<file path="config.mk">
export PLATFORM = sky130hd
export DESIGN_NAME = syt_timestamp_generator_core
export DESIGN_NICKNAME = d
export VERILOG_FILES = /design/src/sv/syt_pkg.sv /design/src/sv/syt_timestamp_generator_core.sv
export VERILOG_INCLUDE_DIRS = /design/src /design/src/sv
export SDC_FILE = /design/constraint.sdc
export NUM_CORES = 1
export LEC_CHECK = 0
export ABC_AREA = 1
export BUFFER_PORTS_ARGS = -buffer_cell sky130_fd_sc_hd__buf_2
export CORE_MARGIN = 2
export CORE_UTILIZATION = 60
export CTS_CLUSTER_DIAMETER = 80
export DETAILED_ROUTE_END_ITERATION = 8
export PLACE_DENSITY = 0.8
export SYNTH_ARGS = -nofsm -noshare
export SYNTH_HDL_FRONTEND = slang
export SYNTH_SLANG_ARGS = --single-unit
</file>
<file path="constraint.sdc">
create_clock -name clock -period 7.8 [get_ports clock]
set_clock_uncertainty 0.2 [all_clocks]
set_input_delay 0.39 -clock clock [delete_from_list [all_inputs] [get_ports clock]]
set_output_delay 0.39 -clock clock [all_outputs]
set_load 0.005 [all_outputs]
</file>
<file path="src/sv/assert_macros.svh">
// assertion macros included by the syt timestamp generator core
`ifndef ASSERT_MACROS_SVH
`define ASSERT_MACROS_SVH

// property checked on every clock edge outside reset
`define SYT_ASSERT(lbl, clk, rst, prop, msg) \
   lbl: assert property (@(posedge clk) disable iff (rst) prop) else $error(msg);

// property checked on every clock edge, reset included
`define SYT_ASSERT_ALWAYS(lbl, clk, prop, msg) \
   lbl: assert property (@(posedge clk) prop) else $error(msg);

`endif

</file>
<file path="src/sv/syt_pkg.sv">
// constants, codes and helpers for the syt timestamp generator
package syt_pkg;

   localparam int unsigned TICKS_PER_CYCLE   = 3072;
   localparam int unsigned CYCLES_PER_SECOND = 8000;
   localparam int unsigned SYT_WRAP_TICKS    = 49152;
   // eight seconds counted in bus cycles
   localparam int unsigned WRAP_CYCLES       = 64000;
   // bias in whole bus cycles that keeps the nudge delta positive
   localparam int unsigned NUDGE_BIAS_CYCLES = 11;
   localparam int unsigned NUDGE_BIAS_TICKS  = NUDGE_BIAS_CYCLES * TICKS_PER_CYCLE;
   // ceil(2^20 / 3), exact quotient by three for 18-bit values
   localparam int unsigned DIV3_MUL          = 349526;

   localparam int unsigned TK_W       = 12;
   localparam int unsigned CYC_W      = 16;
   localparam int unsigned CSR_ADDR_W = 2;
   localparam int unsigned CSR_DATA_W = 28;
   localparam int unsigned REQ_DATA_W = 56;
   localparam int unsigned REQ_USER_W = 3;
   localparam int unsigned RSP_DATA_W = 16;

   localparam logic [RSP_DATA_W-1:0] NO_INFO = 16'hFFFF;

   typedef enum logic [2:0] {
      CMD_SEED  = 3'd0,
      CMD_ARM   = 3'd1,
      CMD_DATA  = 3'd2,
      CMD_NUDGE = 3'd3,
      CMD_RESET = 3'd4
   } cmd_type;

   typedef enum logic [CSR_ADDR_W-1:0] {
      CSR_ENABLED = 2'd0,
      CSR_STEP    = 2'd1,
      CSR_DELAY   = 2'd2
   } csr_addr_type;

   // quotient by three for values up to 64, via multiply by 43 / 128
   function automatic logic [4:0] div3_small(input logic [6:0] x);
      logic [12:0] prod;
      prod = 13'(x) * 13'd43;
      return prod[11:7];
   endfunction

endpackage

</file>
<file path="src/sv/syt_timestamp_generator_core.sv">
// syt timestamp generator: one request beat in, one syt beat out
// a request beat passes through the input register and then the result register to response valid
// throughput: one beat per cycle while rsp_tready holds; offset update is a single pass of short adds and selects
// position kept as bus cycles mod 64000 plus ticks mod 3072, so the syt is a plain slice
// reset is synchronous: clears offset, flags, both pipeline valids and reloads csr defaults
module syt_timestamp_generator_core (
   input  logic                            clock,
   input  logic                            reset,
   input  logic                            req_tvalid,
   output logic                            req_tready,
   // rx_syt[15:0], transmit_cycle[28:16], samples_in_packet[36:29], nudge_delta[52:37]
   input  logic [syt_pkg::REQ_DATA_W-1:0]  req_tdata,
   // cmd[2:0]
   input  logic [syt_pkg::REQ_USER_W-1:0]  req_tuser,
   output logic                            rsp_tvalid,
   input  logic                            rsp_tready,
   // syt[15:0]
   output logic [syt_pkg::RSP_DATA_W-1:0]  rsp_tdata,
   input  logic                            csr_we,
   input  logic [syt_pkg::CSR_ADDR_W-1:0]  csr_addr,
   input  logic [syt_pkg::CSR_DATA_W-1:0]  csr_wdata
);

`include "assert_macros.svh"

   // configuration, kept pre-split into cycles and ticks
   logic                          enabled_ff, enabled_in;
   logic                          step_nz_ff, step_nz_in;
   logic [4:0]                    step_cyc_ff, step_cyc_in;
   logic [syt_pkg::TK_W-1:0]      step_tk_ff, step_tk_in;
   logic [syt_pkg::CYC_W-1:0]     delay_cyc_ff, delay_cyc_in;
   logic [syt_pkg::TK_W-1:0]      delay_tk_ff, delay_tk_in;

   // timeline state
   logic [syt_pkg::CYC_W-1:0]     cyc_ff, cyc_in;
   logic [syt_pkg::TK_W-1:0]      tk_ff, tk_in;
   logic                          seeded_ff, seeded_in;
   logic                          pending_ff, pending_in;

   // input register
   logic                          in_valid_ff, in_valid_in;
   logic [2:0]                    in_cmd_ff, in_cmd_in;
   logic [15:0]                   in_rx_syt_ff, in_rx_syt_in;
   logic [12:0]                   in_tx_cycle_ff, in_tx_cycle_in;
   logic [7:0]                    in_samples_ff, in_samples_in;
   logic signed [15:0]            in_delta_ff, in_delta_in;

   // result register
   logic                          out_valid_ff, out_valid_in;
   logic [syt_pkg::RSP_DATA_W-1:0] syt_ff, syt_in;

   logic                          req_accept;
   logic                          advance;

   // csr split helpers
   logic [17:0]                   dly_q1;
   logic [37:0]                   dly_prod;
   logic [16:0]                   dly_q;
   logic [17:0]                   dly_rem;
   logic [5:0]                    stp_q1;
   logic [4:0]                    stp_q;
   logic [5:0]                    stp_rem;

   // datapath
   logic                          seed_carry;
   logic [syt_pkg::TK_W-1:0]      seed_tk;
   logic [3:0]                    seed_cyc;
   logic [12:0]                   anc_c;
   logic [16:0]                   anc_sum;
   logic [syt_pkg::CYC_W-1:0]     anc_cyc;
   logic [syt_pkg::CYC_W-1:0]     base_cyc;
   logic [syt_pkg::TK_W-1:0]      base_tk;
   logic [12:0]                   adv_tsum;
   logic                          adv_carry;
   logic [syt_pkg::TK_W-1:0]      adv_tk;
   logic [16:0]                   adv_csum;
   logic [syt_pkg::CYC_W-1:0]     adv_cyc;
   logic [16:0]                   nud_u;
   logic [6:0]                    nud_hi;
   logic [4:0]                    nud_q;
   logic [6:0]                    nud_rem;
   logic [syt_pkg::TK_W-1:0]      nud_r;
   logic [12:0]                   nud_tsum;
   logic                          nud_carry;
   logic [syt_pkg::TK_W-1:0]      nud_tk;
   logic [16:0]                   nud_csum;
   logic [syt_pkg::CYC_W-1:0]     nud_cyc;
   logic                          data_ok;

   assign req_accept = req_tvalid && req_tready;
   assign advance    = in_valid_ff && (!out_valid_ff || rsp_tready);
   assign req_tready = !in_valid_ff || advance;
   assign rsp_tvalid = out_valid_ff;
   assign rsp_tdata  = syt_ff;

   // csr writes: set the enable flag, split delay and step into whole cycles and leftover ticks
   always_comb begin
      dly_q1  = csr_wdata[27:10];
      dly_prod = 38'(dly_q1) * 38'(syt_pkg::DIV3_MUL);
      dly_q   = dly_prod[36:20];
      dly_rem = dly_q1 - 18'(dly_q) * 18'd3;
      stp_q1  = csr_wdata[15:10];
      stp_q   = syt_pkg::div3_small({1'b0, stp_q1});
      stp_rem = stp_q1 - 6'(stp_q) * 6'd3;

      enabled_in   = enabled_ff;
      step_nz_in   = step_nz_ff;
      step_cyc_in  = step_cyc_ff;
      step_tk_in   = step_tk_ff;
      delay_cyc_in = delay_cyc_ff;
      delay_tk_in  = delay_tk_ff;
      if (csr_we) begin
         unique case (csr_addr)
            syt_pkg::CSR_ENABLED: begin
               enabled_in = csr_wdata[0];
            end
            syt_pkg::CSR_STEP: begin
               step_nz_in  = (csr_wdata[15:0] != 16'd0);
               step_cyc_in = stp_q;
               step_tk_in  = {stp_rem[1:0], csr_wdata[9:0]};
            end
            syt_pkg::CSR_DELAY: begin
               delay_tk_in = {dly_rem[1:0], csr_wdata[9:0]};
               if (dly_q >= 17'(syt_pkg::WRAP_CYCLES)) begin
                  delay_cyc_in = 16'(dly_q - 17'(syt_pkg::WRAP_CYCLES));
               end else begin
                  delay_cyc_in = dly_q[15:0];
               end
            end
            default: begin
            end
         endcase
      end
   end

   // offset datapath
   always_comb begin
      // seed: ticks of 3072 or more carry into the 4-bit cycle
      seed_carry = in_rx_syt_ff[11:0] >= 12'(syt_pkg::TICKS_PER_CYCLE);
      seed_tk    = seed_carry ? in_rx_syt_ff[11:0] - 12'(syt_pkg::TICKS_PER_CYCLE)
                              : in_rx_syt_ff[11:0];
      seed_cyc   = in_rx_syt_ff[15:12] + 4'(seed_carry);

      // anchor to transmit cycle plus delay
      anc_c   = (in_tx_cycle_ff >= 13'(syt_pkg::CYCLES_PER_SECOND))
              ? in_tx_cycle_ff - 13'(syt_pkg::CYCLES_PER_SECOND) : in_tx_cycle_ff;
      anc_sum = 17'(anc_c) + 17'(delay_cyc_ff);
      anc_cyc = (anc_sum >= 17'(syt_pkg::WRAP_CYCLES))
              ? 16'(anc_sum - 17'(syt_pkg::WRAP_CYCLES)) : anc_sum[15:0];

      base_cyc = pending_ff ? anc_cyc : cyc_ff;
      base_tk  = pending_ff ? delay_tk_ff : tk_ff;

      // advance by one packet step
      adv_tsum  = 13'(base_tk) + 13'(step_tk_ff);
      adv_carry = adv_tsum >= 13'(syt_pkg::TICKS_PER_CYCLE);
      adv_tk    = adv_carry ? 12'(adv_tsum - 13'(syt_pkg::TICKS_PER_CYCLE)) : adv_tsum[11:0];
      adv_csum  = 17'(base_cyc) + 17'(step_cyc_ff) + 17'(adv_carry);
      adv_cyc   = (adv_csum >= 17'(syt_pkg::WRAP_CYCLES))
                ? 16'(adv_csum - 17'(syt_pkg::WRAP_CYCLES)) : adv_csum[15:0];

      // nudge: bias the delta positive, split it, then take the bias off the cycles
      nud_u     = 17'(syt_pkg::NUDGE_BIAS_TICKS) + 17'(in_delta_ff);
      nud_hi    = nud_u[16:10];
      nud_q     = syt_pkg::div3_small(nud_hi);
      nud_rem   = nud_hi - 7'(nud_q) * 7'd3;
      nud_r     = {nud_rem[1:0], nud_u[9:0]};
      nud_tsum  = 13'(tk_ff) + 13'(nud_r);
      nud_carry = nud_tsum >= 13'(syt_pkg::TICKS_PER_CYCLE);
      nud_tk    = nud_carry ? 12'(nud_tsum - 13'(syt_pkg::TICKS_PER_CYCLE)) : nud_tsum[11:0];
      nud_csum  = 17'(cyc_ff) + 17'(nud_q) + 17'(nud_carry);
      if (nud_csum >= 17'(syt_pkg::WRAP_CYCLES + syt_pkg::NUDGE_BIAS_CYCLES)) begin
         nud_cyc = 16'(nud_csum - 17'(syt_pkg::WRAP_CYCLES + syt_pkg::NUDGE_BIAS_CYCLES));
      end else if (nud_csum >= 17'(syt_pkg::NUDGE_BIAS_CYCLES)) begin
         nud_cyc = 16'(nud_csum - 17'(syt_pkg::NUDGE_BIAS_CYCLES));
      end else begin
         nud_cyc = 16'(nud_csum + 17'(syt_pkg::WRAP_CYCLES - syt_pkg::NUDGE_BIAS_CYCLES));
      end

      data_ok = enabled_ff && seeded_ff && (in_samples_ff != 8'd0) && step_nz_ff;
   end

   // command decode and handshake
   always_comb begin
      cyc_in     = cyc_ff;
      tk_in      = tk_ff;
      seeded_in  = seeded_ff;
      pending_in = pending_ff;
      syt_in     = syt_ff;

      if (advance) begin
         syt_in = syt_pkg::NO_INFO;
         unique case (in_cmd_ff)
            syt_pkg::CMD_RESET: begin
               cyc_in     = '0;
               tk_in      = '0;
               seeded_in  = 1'b0;
               pending_in = 1'b0;
            end
            syt_pkg::CMD_SEED: begin
               if (enabled_ff) begin
                  cyc_in     = 16'(seed_cyc);
                  tk_in      = seed_tk;
                  seeded_in  = 1'b1;
                  pending_in = 1'b0;
               end
            end
            syt_pkg::CMD_ARM: begin
               if (enabled_ff) begin
                  seeded_in  = 1'b1;
                  pending_in = 1'b1;
               end
            end
            syt_pkg::CMD_DATA: begin
               if (data_ok) begin
                  syt_in     = {base_cyc[3:0], base_tk};
                  cyc_in     = adv_cyc;
                  tk_in      = adv_tk;
                  pending_in = 1'b0;
               end
            end
            syt_pkg::CMD_NUDGE: begin
               if (enabled_ff && seeded_ff && (in_delta_ff != 16'sd0)) begin
                  cyc_in = nud_cyc;
                  tk_in  = nud_tk;
               end
            end
            default: begin
            end
         endcase
      end

      in_cmd_in      = in_cmd_ff;
      in_rx_syt_in   = in_rx_syt_ff;
      in_tx_cycle_in = in_tx_cycle_ff;
      in_samples_in  = in_samples_ff;
      in_delta_in    = in_delta_ff;
      if (req_accept) begin
         in_cmd_in      = req_tuser[2:0];
         in_rx_syt_in   = req_tdata[15:0];
         in_tx_cycle_in = req_tdata[28:16];
         in_samples_in  = req_tdata[36:29];
         in_delta_in    = req_tdata[52:37];
      end

      if (req_accept) begin
         in_valid_in = 1'b1;
      end else if (advance) begin
         in_valid_in = 1'b0;
      end else begin
         in_valid_in = in_valid_ff;
      end

      if (advance) begin
         out_valid_in = 1'b1;
      end else if (rsp_tready) begin
         out_valid_in = 1'b0;
      end else begin
         out_valid_in = out_valid_ff;
      end
   end

   always_ff @(posedge clock) begin
      if (reset) begin
         enabled_ff   <= 1'b0;
         step_nz_ff   <= 1'b1;
         step_cyc_ff  <= 5'd1;
         step_tk_ff   <= 12'd1024;
         delay_cyc_ff <= '0;
         delay_tk_ff  <= '0;
         cyc_ff       <= '0;
         tk_ff        <= '0;
         seeded_ff    <= 1'b0;
         pending_ff   <= 1'b0;
         in_valid_ff  <= 1'b0;
         out_valid_ff <= 1'b0;
      end else begin
         enabled_ff   <= enabled_in;
         step_nz_ff   <= step_nz_in;
         step_cyc_ff  <= step_cyc_in;
         step_tk_ff   <= step_tk_in;
         delay_cyc_ff <= delay_cyc_in;
         delay_tk_ff  <= delay_tk_in;
         cyc_ff       <= cyc_in;
         tk_ff        <= tk_in;
         seeded_ff    <= seeded_in;
         pending_ff   <= pending_in;
         in_valid_ff  <= in_valid_in;
         out_valid_ff <= out_valid_in;
      end
   end

   always_ff @(posedge clock) begin
      in_cmd_ff      <= in_cmd_in;
      in_rx_syt_ff   <= in_rx_syt_in;
      in_tx_cycle_ff <= in_tx_cycle_in;
      in_samples_ff  <= in_samples_in;
      in_delta_ff    <= in_delta_in;
      syt_ff         <= syt_in;
   end

   `SYT_ASSERT(a_tk_range, clock, reset, tk_ff < 12'(syt_pkg::TICKS_PER_CYCLE), "tick count out of range")
   `SYT_ASSERT(a_cyc_range, clock, reset, cyc_ff < 16'(syt_pkg::WRAP_CYCLES), "cycle count past eight seconds")
   `SYT_ASSERT(a_pending_seeded, clock, reset, pending_ff |-> seeded_ff, "anchor pending while unseeded")
   `SYT_ASSERT(a_drain, clock, reset, (out_valid_ff && rsp_tready && !in_valid_ff) |=> !out_valid_ff, "result beat repeated")
   `SYT_ASSERT_ALWAYS(a_reset_clear, clock, reset |=> (!out_valid_ff && !in_valid_ff && !seeded_ff), "reset left pipeline or timeline active")

endmodule
</file>
Word level (Yosys, flattened, before mapping) --
Cells that the tools add are included.
Word-level totals: bits in registers 151, input bits 94, output and inout port bits 18, logic and storage cells 122
Cells by class: $add $sub $neg 22, multipliers 6, magnitude comparators 9, eq/ne operators 11, multiplexer cells 28, reductions and logical operators 28
Operators with widths (count):
- two-way mux 16 bit | 9
- two-way mux 12 bit | 7
- greater-or-equal comparator 17 x 16 -> 1 bit, second input constant | 4
- case mux 16 bit (4 select lines) | 1
- subtractor 16 bit, second input constant | 4
- case mux 12 bit (4 select lines) | 1
- multiplier 18 x 18 -> 36 bit, second input constant | 1
- subtractor 12 bit, second input constant | 3
- adder 16 x 5 -> 17 bit | 2
- adder 17 x 1 -> 17 bit | 2
- nonzero test 16 bit | 2
- adder 12 x 12 -> 13 bit | 2
- greater-or-equal comparator 13 x 12 -> 1 bit, second input constant | 2
- adder 13 x 16 -> 17 bit | 1
- adder 16 x 17 -> 17 bit, first input constant | 1
- greater-or-equal comparator 17 x 4 -> 1 bit, second input constant | 1
- multiplier 17 x 2 -> 2 bit, second input constant | 1
- adder 16 bit, second input constant | 1
- subtractor 16 x 4 -> 16 bit, second input constant | 1
- greater-or-equal comparator 13 bit, second input constant | 1
- two-way mux 13 bit | 1
- subtractor 13 bit, second input constant | 1
- greater-or-equal comparator 12 bit, second input constant | 1
- multiplier 6 x 6 -> 12 bit, second input constant | 1
- other kinds (26) | 53

Longest topological paths before layout --
Gate-level depths: netlist of the first run.
depth after elaboration 12, mapped depth 50, depth with buffers taken out 50

Worst setup path after synthesis of the first run --
Ideal clock, no wire load.
path kind reg2reg, start reg in_delta_ff[10], end reg cyc_ff[2] in the netlist's numbering, setup time 134 ps, arrival 6485 ps, path slack 981 ps, stages on the path, launching flop included 43, path buffers 0, period minus slack after synthesis 6819 ps, path through edfxtp_1 > ha_1 > nand3_1 > xor2_1 > inv_1 > nor2_1 > nor2_1 > ha_1 > inv_1 > fa_1 > inv_1 > ha_1 > a21oi_1 > o21ai_0 > a21oi_1 > xnor2_1 > ha_1 > xnor2_1 > [... 7 more ...] > ha_1 > nand3_1 > nor2_1 > nand2_1 > nor2_1 > nand3_1 > nor2_1 > nand2_1 > nand3_1 > inv_1 > fa_1 > fa_1 > inv_1 > ha_1 > xnor2_1 > o221ai_1 > nand2_1 > a21oi_1
On the way: word-level cells in the longest chain between the ends 12
RTL lines:
- from (decl) | RTL line syt_timestamp_generator_core.sv:46 | logic signed [15:0] in_delta_ff, in_delta_in;
- from (signal assigned) | RTL line syt_timestamp_generator_core.sv:298 | in_delta_ff <= in_delta_in;
- adder 16 x 17 -> 17 bit | RTL line syt_timestamp_generator_core.sv:163 | nud_u = 17'(syt_pkg::NUDGE_BIAS_TICKS) + 17'(in_delta_ff);
- multiplier 7 x 6 -> 12 bit | RTL line syt_pkg.sv:42 | prod = 13'(x) * 13'd43;
- multiplier 5 x 2 -> 2 bit | RTL line syt_timestamp_generator_core.sv:166 | nud_rem = nud_hi - 7'(nud_q) * 7'd3;
- subtractor 2 bit | RTL line syt_timestamp_generator_core.sv:166
- adder 12 x 12 -> 13 bit | RTL line syt_timestamp_generator_core.sv:168 | nud_tsum = 13'(tk_ff) + 13'(nud_r);
- greater-or-equal comparator 13 x 12 -> 1 bit | RTL line syt_timestamp_generator_core.sv:169 | nud_carry = nud_tsum >= 13'(syt_pkg::TICKS_PER_CYCLE);
- adder 17 x 1 -> 17 bit | RTL line syt_timestamp_generator_core.sv:171 | nud_csum = 17'(cyc_ff) + 17'(nud_q) + 17'(nud_carry);
- adder 16 bit, or another cell as far along | RTL line syt_timestamp_generator_core.sv:177 | nud_cyc = 16'(nud_csum + 17'(syt_pkg::WRAP_CYCLES - syt_pkg::NUDGE_BIAS_CYCLES));
- two-way mux 16 bit | RTL line syt_timestamp_generator_core.sv:174 | end else if (nud_csum >= 17'(syt_pkg::NUDGE_BIAS_CYCLES)) begin
- two-way mux 16 bit | RTL line syt_timestamp_generator_core.sv:172 | if (nud_csum >= 17'(syt_pkg::WRAP_CYCLES + syt_pkg::NUDGE_BIAS_CYCLES)) begin
- two-way mux 16 bit | RTL line syt_timestamp_generator_core.sv:223 | if (enabled_ff && seeded_ff && (in_delta_ff != 16'sd0)) begin
- case mux 16 bit (4 select lines) | RTL line syt_timestamp_generator_core.sv:193 | unique case (in_cmd_ff)
- to (signal assigned) | RTL line syt_timestamp_generator_core.sv:284 | cyc_ff <= cyc_in;
- to (decl) | RTL line syt_timestamp_generator_core.sv:35 | logic [syt_pkg::CYC_W-1:0] cyc_ff, cyc_in;
Parallel ways exist; a longest one is shown, timed or not. The select of a mux whose other input is x is not followed. A chain may end at the register's enable or synchronous reset.

Worst setup path in the final report of the first run --
start reg in_delta_ff[11], end reg cyc_ff[3] in the netlist's numbering
Same word-level chain as after synthesis.

==> results of run 1 <==
## routing by layer
metal,global-route usage,share of wire,vias to the layer above
met1,0.361,0.40,4831
met4,0.122,0.041,0
met2,0.504,0.49,431
met3,0.0445,0.063,106
li1,-,-,4972
met5,0,0,-
## stage by stage
stage / TNS, ns / hold WS [ns] / setup slack (ns) / total power, uW / instance area, sq um
final: 0 / 0.0396 / 0.0776 / 4430 / 14100
after detailed placement: 0 / 0.272 / 0.202 / 3440 / 12800
after global routing: -1.23 / 0.0484 / -0.461 / 4870 / 14100
after global placement: 0 / 0.256 / 0.437 / 3350 / 12800
after floorplan: 0 / 0.243 / 0.981 / 2830 / 12100
after CTS: 0 / 0.0320 / 0.104 / 4250 / 13900
## flip-flops by register name, summed over array words and instances (netlist names)
signal / count
tk_ff: 12
rsp_tdata: 16
in_cmd_ff: 3
in_delta_ff: 16
in_samples_ff: 8
delay_tk_ff: 12
step_cyc_ff: 4
delay_cyc_ff: 4
in_valid_ff: 1
in_rx_syt_ff: 16
seeded_ff: 1
rsp_tvalid: 1
enabled_ff: 1
step_nz_ff: 1
in_tx_cycle_ff: 4
step_tk_ff: 12
pending_ff: 1
cyc_ff: 4
## power by group through the flow
stage               clock network, uW  logic, uW  registers (uW)
detailed placement                  0       2720             718
global placement                    0       2640             717
floorplan                           0       2120             708
global route                      815       3350             709
finish                            780       2940             706
CTS                               774       2770             705
## repair_timing
action	in CTS	in global routing
resized for setup	0	29
setup endpoints to repair	0	3
hold buffers	47	0
buffers inserted	0	7
hold endpoints to repair	47	0
## worst max path at each step
stage                                from         to  slack, ns  depth (start not counted)
final                     in_delta_ff[11]  cyc_ff[3]       0.08                         46
after floorplan           in_delta_ff[10]  cyc_ff[2]       0.98                         42
after detailed placement  in_delta_ff[10]  cyc_ff[3]       0.20                         45
after global routing      in_delta_ff[11]  cyc_ff[2]      -0.46                         43
after global placement    in_delta_ff[10]  cyc_ff[3]       0.44                         44
after CTS                 in_delta_ff[10]  cyc_ff[3]       0.10                         46
## cell usage after synthesis (11+ instances only)
master | instances | area share
nor2_1 | 59 | 0.018
clkbuf_1 | 12 | 0.0037
fa_1 | 96 | 0.16
dfxtp_1 | 54 | 0.090
a21oi_1 | 92 | 0.038
inv_1 | 353 | 0.11
nand2_1 | 247 | 0.077
edfxtp_1 | 63 | 0.16
nor3_1 | 11 | 0.0046
o21ai_0 | 69 | 0.029
or2_2 | 13 | 0.0067
xnor2_1 | 23 | 0.017
nand4_1 | 18 | 0.0093
xor2_1 | 19 | 0.014
ha_1 | 185 | 0.19
nand3_1 | 64 | 0.027
## area by class of cell
class                   count  share of cell area
clock inverters            13             0.00747
multi-input cells         963               0.554
repair buffers            155              0.0735
well taps                 265              0.0236
flip-flops and latches    117               0.211
clock buffers              19              0.0338
inverters                 361              0.0964
## placed cells by master (no fill, tap or decap), types with 5 or more instances in the layout
cell type	count
inv_1	350
nand2_1	244
ha_1	179
buf_2	99
fa_1	95
a21oi_1	89
o21ai_0	68
edfxtp_1	63
nand3_1	62
nor2_1	56
dfxtp_1	54
dlygate4sd3_1	47
xnor2_1	22
clkbuf_16	19
nand4_1	18
xor2_1	15
or2_2	13
nand2_2	11
inv_2	10
nor3_1	9
buf_4	9
nand3b_1	8
a21oi_2	8
o211ai_1	8
nor4_1	7
o221ai_1	6
nor2_2	5
inv_6	5
## worst max-delay path: cells and delay by family, from the launching register on
| kind | cells | cell delay (ns) |
|---|---|---|
| compound gates | 6 | 0.90 |
| buf+inv | 8 | 0.67 |
| simple gates | 21 | 1.83 |
| xor+xnor | 3 | 0.81 |
| fa+ha+maj | 8 | 2.63 |
| flops | 1 | 0.49 |
## kinds of logic (layout without fill, tap and decap cells)
| logic type | Yosys count | count (layout) | synth area share |
|---|---|---|---|
| and+or+nand+nor | 444 | 444 | 0.161 |
| buffers and inverters | 381 | 548 | 0.120 |
| adders and majority gates | 281 | 281 | 0.351 |
| AOI/OAI and AO/OA | 196 | 196 | 0.0910 |
| DFF | 117 | 117 | 0.246 |
| xor gates and xnor gates | 42 | 42 | 0.0305 |
==> metrics.md, run 1 <==
| Metric | Value |
|---|---|
| Status | `finished, final reports clean` |
| First-pass GRT wire length | `49500 um` |
| Total GRT Usage | `0.290` |
| VDD IR max | `0.000409 V` |
| Sequential share of the synthesized area | `0.246` |
| Initial Util | `0.616` |
| Fin. max-slew vios | `0` |
| Clk Latency, worst-skew pair | `0.43 ns` |
| Die Span Y | `146 um` |
| Worst Tran Pin Value | `1.03 ns` |
| Reg area | `2970 sq um` |
| Diode count | `0` |
| Row cnt | `51` |
| Relative slew margins | `0.314` |
| Pwr Density | `315 nW/um^2` |
| Final ANT Viol Nets | `0` |
| Area grow syn2layout | `16.6%` |
| R2R Setup Slk | `0.08 ns` |
| I/O pins | `112` |
| P_int | `2300 uW` |
| Placed Cells | `1807` |
| Flops & latches, synth | `117` |
| Hpwl dp | `22600 um` |
| Vias per cell | `5.46` |
| P_sw | `2130 uW` |
| Clock-pin slew on the worst setup and hold paths | `0.07 ns` |
| Mapped Area | `12100 sq um` |
| Crit path largest cell delay | `0.56 ns` |
| Worst Reg-to-Reg Cells | `46` |
| Die Width | `146 um` |
| Iteration-0 DRC Markers | `847` |
| GPL Wtd Cong | `0.960` |
| Layout cells sized above 1 | `0.128` |
| Startpoint Class | `flop` |
| Min Tclk post-route | `7.72 ns` |
| RR Startpoint | `in_delta_ff[11]` |
| Initial antenna violation count | `0` |
| Clock share of power | `0.176` |
| Nets | `1990` |
| Crit end category | `flop` |
| GRT Residual Overflow | `0` |
| CTS tree | `yes` |
| Worst path slowest cell | `fa_1` |
| Syn Area/Cell | `8.26 sq um` |
| P_leak | `0.00709 uW` |
| CTS sink count | `117` |
| EDFF count, synth | `63` |
| Worst min path class | `input port to flop` |
| Routed len/inst | `16.2 um` |
| Ys Warns | `0` |
| Core ar. | `19600 sq um` |
| CTS H-tree lvls | `4` |
| Setup violators final | `0` |
| Max-cap violations | `0` |
| Cells after synthesis | `1461` |
| Most used flip-flop cell after synthesis | `edfxtp_1` |
| Vias after detailed routing | `10300` |
| Net Sw Frac | `0.481` |
| Distinct cells, synth | `44` |
| CTS Buf Count | `17` |
| Hold Path Sink | `delay_tk_ff[2]` |
| Combinational fraction of design power | `0.664` |
| Critical Path Fanout Max | `4` |
| WHS Path Cells | `3` |
| Largest net degree at the start of global routing | `48` |
| Crit Path Class | `flop to flop` |
| Fin util | `0.718` |
| Worst EP arrival | `7.80 ns` |
| Die ar. | `21300 sq um` |
| Final WL | `30600 um` |
| Clock Tree Buf Depth | `2` |
| Post-route DRC | `0` |
| Hold Startpoint | `csr_wdata[2]` |
| Post-Syn Nets | `1836` |
| FF-to-FF End | `cyc_ff[3]` |
| Hold Vio Cnt, Final | `0` |
| Final std cells w/o fill | `1893` |
| Required time worst endpoint | `7.87 ns` |
| IO buf count | `99` |
| Multi-input gate area | `7790 sq um` |
| Reg power frac | `0.160` |
| Async SR Flop Fraction | `0` |
| Clock root cell | `clkbuf_16` |
| First drt pass iteration count | `8` |
| Number of global-route vias before repair | `10400` |
| Crit share post-route | `0.990` |
| Peak Freq | `129 MHz` |
| Fillers | `1438` |
Power figures use the tool's default switching activity.
==> inputs of run 2 (changes only) <==
Settings changed: ABC_AREA 1 to 0, PLACE_DENSITY 0.8 to 0.81, SETUP_SLACK_MARGIN from default to 0.3.
==> metrics.md, run 2 <==
| Metric | Value |
|---|---|
| Status | `complete, but fails checks (was finished, final reports clean)` |
| Failing checks | `setup timing` |
| VDD IR max | `0.000459 V (was 0.000409 V)` |
| Ranking of synthesized cells by area | `ha_1 (20%), fa_1 (17%), edfxtp_1 (16%) (was ha_1 (19%), fa_1 (16%), edfxtp_1 (16%))` |
| Initial Util | `0.612 (was 0.616)` |
| GPL Wtd Cong | `0.931 (was 0.960)` |
| Routed len/inst | `19.4 um (was 16.2 um)` |
| Required time worst endpoint | `7.92 ns (was 7.87 ns)` |
| Async SR Flop Fraction | `0 (unchanged)` |
| Post-Syn Nets | `1558 (was 1836)` |
| Total GRT Usage | `0.299 (was 0.290)` |
| Most used flip-flop cell after synthesis | `edfxtp_1 (unchanged)` |
| Critical Path Fanout Max | `5 (was 4)` |
| Die Width | `142 um (was 146 um)` |
| Peak Freq | `116 MHz (was 129 MHz)` |
| Syn Area/Cell | `9.71 sq um (was 8.26 sq um)` |
| Fin. max-slew vios | `0 (unchanged)` |
| First-pass GRT wire length | `47500 um (was 49500 um)` |
| Crit share post-route | `1.10 (was 0.990)` |
| Hold Path Sink | `step_tk_ff[4] (was delay_tk_ff[2])` |
| Commonest non-fill, non-tap cell in the layout | `inv_1 (unchanged)` |
| Flops & latches, synth | `117 (unchanged)` |
| First drt pass iteration count | `8 (unchanged)` |
| Crit path largest cell delay | `0.60 ns (was 0.56 ns)` |
| Count leader, synth | `inv_1 (unchanged)` |
| Fillers | `1220 (was 1438)` |
| Clock-pin slew on the worst setup and hold paths | `0.06 ns (was 0.07 ns)` |
| Worst min path class | `input port to flop (unchanged)` |
| Reg area | `2970 sq um (unchanged)` |
| Initial antenna violation count | `0 (unchanged)` |
| Distinct cells, synth | `65 (was 44)` |
| Unrepaired setup endpoints after global routing | `true` |
| Multi-input gate area | `7940 sq um (was 7790 sq um)` |
| Row cnt | `50 (was 51)` |
| Crit Path Class | `flop to flop (unchanged)` |
| I/O pins | `112 (unchanged)` |
| CTS Buf Count | `17 (unchanged)` |
| RR Startpoint | `in_delta_ff[10] (was in_delta_ff[11])` |
| P_leak | `0.00662 uW (was 0.00709 uW)` |
| Worst path slowest cell | `fa_1 (unchanged)` |
| R2R Setup Slk | `-0.80 ns (was 0.08 ns)` |
| Number of global-route vias before repair | `9692 (was 10400)` |
| DP Area | `12400 sq um (was 12800 sq um)` |
| Hpwl dp | `20700 um (was 22600 um)` |
| Pwr Density | `383 nW/um^2 (was 315 nW/um^2)` |
| Clock root cell | `clkbuf_16 (unchanged)` |
| Mapped Area | `11500 sq um (was 12100 sq um)` |
| Nets | `1744 (was 1990)` |
| Die Span Y | `142 um (was 146 um)` |
| Hold_ws | `0.0242 ns (was 0.0396 ns)` |
| CTS H-tree lvls | `4 (unchanged)` |
| Clk Latency, worst-skew pair | `0.43 ns (about the same)` |
| GRT Residual Overflow | `0 (unchanged)` |
| Worst Tran Pin Value | `1.19 ns (was 1.03 ns)` |
| IO buf count | `99 (unchanged)` |
| Final ANT Viol Nets | `0 (unchanged)` |
| Clock Tree Buf Depth | `2 (unchanged)` |
| Relative slew margins | `0.206 (was 0.314)` |
| Vias after detailed routing | `9558 (was 10300)` |
| Worst Reg-to-Reg Cells | `35 (was 46)` |
| Largest net degree at the start of global routing | `57 (was 48)` |
| Cells after synthesis | `1183 (was 1461)` |
| CTS tree | `yes (unchanged)` |
| Vias per cell | `5.91 (was 5.46)` |
| Fin util | `0.750 (was 0.718)` |
| Hold Startpoint | `csr_wdata[4] (was csr_wdata[2])` |
| Synth cell count leaders | `inv_1 (238), ha_1 (185), fa_1 (96), nand2_1 (82), a21oi_1 (74) (was inv_1 (353), nand2_1 (247), ha_1 (185), fa_1 (96), a21oi_1 (92))` |
| Area grow syn2layout | `22.4% (was 16.6%)` |
| Hold Vio Cnt, Final | `0 (unchanged)` |
| Ys Warns | `0 (unchanged)` |
| Startpoint Class | `flop (unchanged)` |
| Iteration-0 DRC Markers | `963 (was 847)` |
| Synth area leader | `ha_1 (unchanged)` |
| Most frequent cells in the layout | `inv_1 (232), ha_1 (175), buf_2 (99), fa_1 (94), nand2_1 (82) (was inv_1 (350), nand2_1 (244), ha_1 (179), buf_2 (99), fa_1 (95))` |
| Crit end category | `flop (unchanged)` |
| CTS sink count | `117 (unchanged)` |
| Layout cells sized above 1 | `0.179 (was 0.128)` |
| Fin worst setup slack | `-0.795 ns (was 0.0776 ns)` |
| WHS Path Cells | `3 (unchanged)` |
| Top cell type's share of synthesized area | `0.201 (was 0.192)` |
| Post-route cell area | `14100 sq um (about the same)` |
| Crit-path most repeated cell | `ha_4` |
| FF-to-FF End | `cyc_ff[3] (unchanged)` |
| Post-route DRC | `0 (unchanged)` |
| Worst EP arrival | `8.72 ns (was 7.80 ns)` |
| Max-cap violations | `0 (unchanged)` |
| Core ar. | `18800 sq um (was 19600 sq um)` |
| EDFF count, synth | `63 (unchanged)` |
| Min Tclk post-route | `8.60 ns (was 7.72 ns)` |
| Diode count | `0 (unchanged)` |
| Sequential share of the synthesized area | `0.259 (was 0.246)` |
| Setup violators final | `4 (was 0)` |
| Final WL | `31300 um (was 30600 um)` |
| Die ar. | `20300 sq um (was 21300 sq um)` |
[run 2: cell types whose count changed after synthesis, moves of 19 or more]
cell,change
inv_1,-115
xnor2_1,+23
nand2b_1,+19
nand2_1,-165
o21ai_0,-41
nand3_1,-52
[run 2: critical path, delay by kind of cell (launching register included)]
kind / cells / cell delay, ns
buf+inv: 6 / 0.62
xor+xnor: 8 / 1.38
fa+ha+maj: 9 / 3.29
simple gates: 3 / 0.79
flops: 1 / 0.55
compound gates: 9 / 1.63
[run 2: repair_timing]
action | 4_1_cts | 5_1_grt
hold buffers | 48 | 0
hold endpoints to repair | 48 | 0
setup buffers | 8 | 17
pin swaps | 47 | 28
cloned | 0 | 0
gates resized for setup | 33 | 38
setup endpoints to repair | 3 | 4
[run 2: report_power, final]
group	leakage [uW]	total, uW	switching [uW]	internal (uW)
combinational	0.00532	3860	2050	1810
clock	0.000307	826	319	508
sequential	0.000996	710	28.0	682
total	0.00662	5390	2390	3000
[run 2: how the worst max path moves through the flow]
| stage | start | to | slack (ns) | depth (start not counted) |
|---|---|---|---|---|
| after floorplan | in_delta_ff[10] | cyc_ff[3] | 0.12 | 36 |
| after global placement | in_delta_ff[11] | cyc_ff[3] | -0.08 | 35 |
| after detailed placement | in_delta_ff[11] | cyc_ff[3] | -0.34 | 35 |
| after CTS | in_delta_ff[10] | cyc_ff[3] | -0.20 | 39 |
| after global routing | in_delta_ff[10] | cyc_ff[3] | -0.97 | 36 |
| final | in_delta_ff[10] | cyc_ff[3] | -0.80 | 35 |
[run 2: final cells by class]
| class | instances | share of cell area |
|---|---|---|
| Inverter | 238 | 0.0635 |
| Multi-Input combinational cell | 803 | 0.564 |
| Clock inverter | 11 | 0.00756 |
| Clock buffer | 21 | 0.0366 |
| Tap cell | 234 | 0.0208 |
| Sequential cell | 117 | 0.211 |
| Timing Repair Buffer | 192 | 0.0961 |
[run 2: layer usage]
| metal | track usage | vias up | share of wire |
|---|---|---|---|
| li1 | - | 4330 | - |
| met1 | 0.377 | 4589 | 0.40 |
| met2 | 0.505 | 491 | 0.47 |
| met3 | 0.0666 | 148 | 0.071 |
| met4 | 0.115 | 0 | 0.050 |
| met5 | 0 | - | 0 |
[run 2: logic make-up after synthesis]
group | Yosys count | synth area share
adders and majority gates | 281 | 0.369
buffers and inverters | 263 | 0.0876
and+or+nand+nor | 234 | 0.101
AOI/OAI and AO/OA | 194 | 0.108
DFF | 117 | 0.259
xor gates and xnor gates | 70 | 0.0533
muxes | 24 | 0.0226
[run 2: stage by stage]
| stage | power [uW] | setup WS (ns) | instances | setup TNS [ns] |
|---|---|---|---|---|
| finish | 5390 | -0.795 | 1616 | -2.59 |
| global route | 5750 | -0.970 | 1616 | -3.17 |
| CTS | 4580 | -0.201 | 1599 | -0.466 |
| detailed placement | 3490 | -0.339 | 1511 | -0.518 |
| global placement | 3360 | -0.0838 | 1511 | -0.0838 |
| floorplan | 2830 | 0.123 | 1183 | 0 |
==> inputs of run 3 (changes only) <==
Settings changed: ABC_AREA 0 to 1, CTS_BUF_LIST from default to sky130_fd_sc_hd__clkbuf_8 sky130_fd_sc_hd__clkbuf_16, PLACE_DENSITY 0.81 to 0.8.
==> metrics.md, run 3 (synthesized netlist as in run 1, its figures left out) <==
| Metric | Value |
|---|---|
| Nets | `1997 (was 1744)` |
| RR Startpoint | `in_delta_ff[11] (was in_delta_ff[10])` |
| Final ANT Viol Nets | `0 (unchanged)` |
| Min Tclk post-route | `7.59 ns (was 8.60 ns)` |
| Crit-path most repeated cell | `inv_2 (was ha_4)` |
| Die Span Y | `146 um (was 142 um)` |
| Worst Tran Pin Value | `1.06 ns (was 1.19 ns)` |
| Number of global-route vias before repair | `10500 (was 9692)` |
| Initial Util | `0.616 (was 0.612)` |
| Row cnt | `51 (was 50)` |
| Max-cap violations | `0 (unchanged)` |
| Grt met3 use | `0.0470 (was 0.0666)` |
| Crit share post-route | `0.973 (was 1.10)` |
| Met2 usage | `0.509 (was 0.505)` |
| Delay-heaviest family, CP | `adder cells (unchanged)` |
| Hpwl dp | `22600 um (was 20700 um)` |
| Worst slack at placement | `0.202 ns (was -0.339 ns)` |
| Number of buffers and inverters on the critical path | `8 (was 6)` |
| CTS Buf Count | `17 (unchanged)` |
| Total GRT Usage | `0.293 (was 0.299)` |
| Largest net degree at the start of global routing | `48 (was 57)` |
| Met1 Use GR | `0.360 (was 0.377)` |
| Worst Reg-to-Reg Cells | `41 (was 35)` |
| Core ar. | `19600 sq um (was 18800 sq um)` |
| I/O pins | `112 (unchanged)` |
| WHS Path Cells | `3 (unchanged)` |
| Setup violators final | `0 (was 4)` |
| Critical Path Fanout Max | `4 (was 5)` |
| Hold Startpoint | `csr_wdata[8] (was csr_wdata[4])` |
| Vias per cell | `5.55 (was 5.91)` |
| Clk Latency, worst-skew pair | `0.44 ns (was 0.43 ns)` |
| GRT Residual Overflow | `0 (unchanged)` |
| CTS tree | `yes (unchanged)` |
| First-pass GRT wire length | `49900 um (was 47500 um)` |
| Fin util | `0.729 (was 0.750)` |
| Relative slew margins | `0.293 (was 0.206)` |
| Required time worst endpoint | `7.96 ns (was 7.92 ns)` |
| Layout cells sized above 1 | `0.143 (was 0.179)` |
| Final WL | `32100 um (was 31300 um)` |
| Commonest non-fill, non-tap cell in the layout | `inv_1 (unchanged)` |
| Fin worst setup slack | `0.209 ns (was -0.795 ns)` |
| Iteration-0 DRC Markers | `1002 (was 963)` |
| Area grow syn2layout | `18.3% (was 22.4%)` |
| Peak Freq | `132 MHz (was 116 MHz)` |
| Most frequent cells in the layout | `inv_1 (344), nand2_1 (244), ha_1 (175), buf_2 (99), fa_1 (94) (was inv_1 (232), ha_1 (175), buf_2 (99), fa_1 (94), nand2_1 (82))` |
| CTS sink count | `117 (unchanged)` |
| Layer with the highest usage | `met2 (unchanged)` |
| Hold Path Sink | `delay_tk_ff[8] (was step_tk_ff[4])` |
| Worst path slowest cell | `fa_1 (unchanged)` |
| First drt pass iteration count | `6 (was 8)` |
| Clock-pin slew on the worst setup and hold paths | `0.06 ns (about the same)` |
| Initial antenna violation count | `0 (unchanged)` |
| FF-to-FF End | `cyc_ff[2] (was cyc_ff[3])` |
| Crit end category | `flop (unchanged)` |
| Die Width | `146 um (was 142 um)` |
| IO buf count | `99 (unchanged)` |
| Diode count | `0 (unchanged)` |
| Startpoint Class | `flop (unchanged)` |
| Crit. path cell count | `41 (was 35)` |
| Die ar. | `21300 sq um (was 20300 sq um)` |
| Worst EP arrival | `7.75 ns (was 8.72 ns)` |
| GPL Wtd Cong | `0.960 (was 0.931)` |
| Unrepaired setup endpoints after global routing | `true (unchanged)` |
| Crit Path Class | `flop to flop (unchanged)` |
| Post-route setup TNS | `0 ns (was -2.59 ns)` |
| Clock root cell | `clkbuf_16 (unchanged)` |
| Hold Vio Cnt, Final | `0 (unchanged)` |
| Post-route DRC | `0 (unchanged)` |
| Pwr Density | `328 nW/um^2 (was 383 nW/um^2)` |
| Routed len/inst | `16.9 um (was 19.4 um)` |
| VDD IR max | `0.000410 V (was 0.000459 V)` |
| Fin. max-slew vios | `0 (unchanged)` |
| Clock Tree Buf Depth | `2 (unchanged)` |
| Crit path largest cell delay | `0.57 ns (was 0.60 ns)` |
| Status | `finished, final reports clean (was complete, but fails checks)` |
| Tot Pwr | `4680 uW (was 5390 uW)` |
| CTS H-tree lvls | `4 (unchanged)` |
| R2R Setup Slk | `0.21 ns (was -0.80 ns)` |
| P_leak | `0.00715 uW (was 0.00662 uW)` |
| Worst min path class | `input port to flop (unchanged)` |
| Vias after detailed routing | `10500 (was 9558)` |
[run 3: where the power goes]
part | leakage (uW) | internal [uW] | switching, uW
Clock | 0.000289 | 452 | 331
Combinational | 0.00586 | 1290 | 1900
Sequential | 0.000997 | 683 | 24.0
Total | 0.00715 | 2420 | 2260
[run 3: how the worst max path moves through the flow]
stage / from / end / slack, ns
floorplan: in_delta_ff[10] / cyc_ff[2] / 0.98
global placement: in_delta_ff[10] / cyc_ff[3] / 0.44
detailed placement: in_delta_ff[10] / cyc_ff[3] / 0.20
CTS: in_delta_ff[11] / cyc_ff[3] / 0.33
global route: in_delta_ff[11] / cyc_ff[3] / -0.14
finish: in_delta_ff[11] / cyc_ff[2] / 0.21
[run 3: what timing repair did]
item,in CTS,in global routing
gates resized for setup,1,60
setup buffers,2,12
gates cloned,0,0
endpoints found under the setup margin,3,4
hold buffers,47,0
pin swaps,1,33
hold endpoints to repair,47,0
[run 3: worst min-delay path: cells and delay by family]
family / cells / cell delay (ns)
buffers and inverters: 2 / 0.18
AO/OA/AOI/OAI: 1 / 0.06
[run 3: final cells by class]
| class | count | area [sq um] |
|---|---|---|
| multi-input cells | 963 | 7940 |
| clock buffers | 19 | 475 |
| clock inverters | 13 | 105 |
| well taps | 265 | 332 |
| fillers | 1394 | 5320 |
| repair buffers | 162 | 1090 |
| flip-flops and latches | 117 | 2970 |
| inverters | 361 | 1360 |
[run 3: through the flow]
stage / std cells / cell area (sq um) / hold slack (ns)
3_5_place_dp: 1807 / 12800 / 0.272
2_1_floorplan: 1461 / 12100 / 0.243
3_3_place_gp: 1807 / 12800 / 0.256
4_1_cts: 1888 / 13900 / 0.0320
6_report: 1900 / 14300 / 0.0336
5_1_grt: 1900 / 14300 / 0.0404
[run 3: metal layers]
layer,routed length [um],vias to the layer above
met5,0,-
met4,1500,0
met3,2260,140
met2,15500,488
met1,12900,4935
li1,-,4979
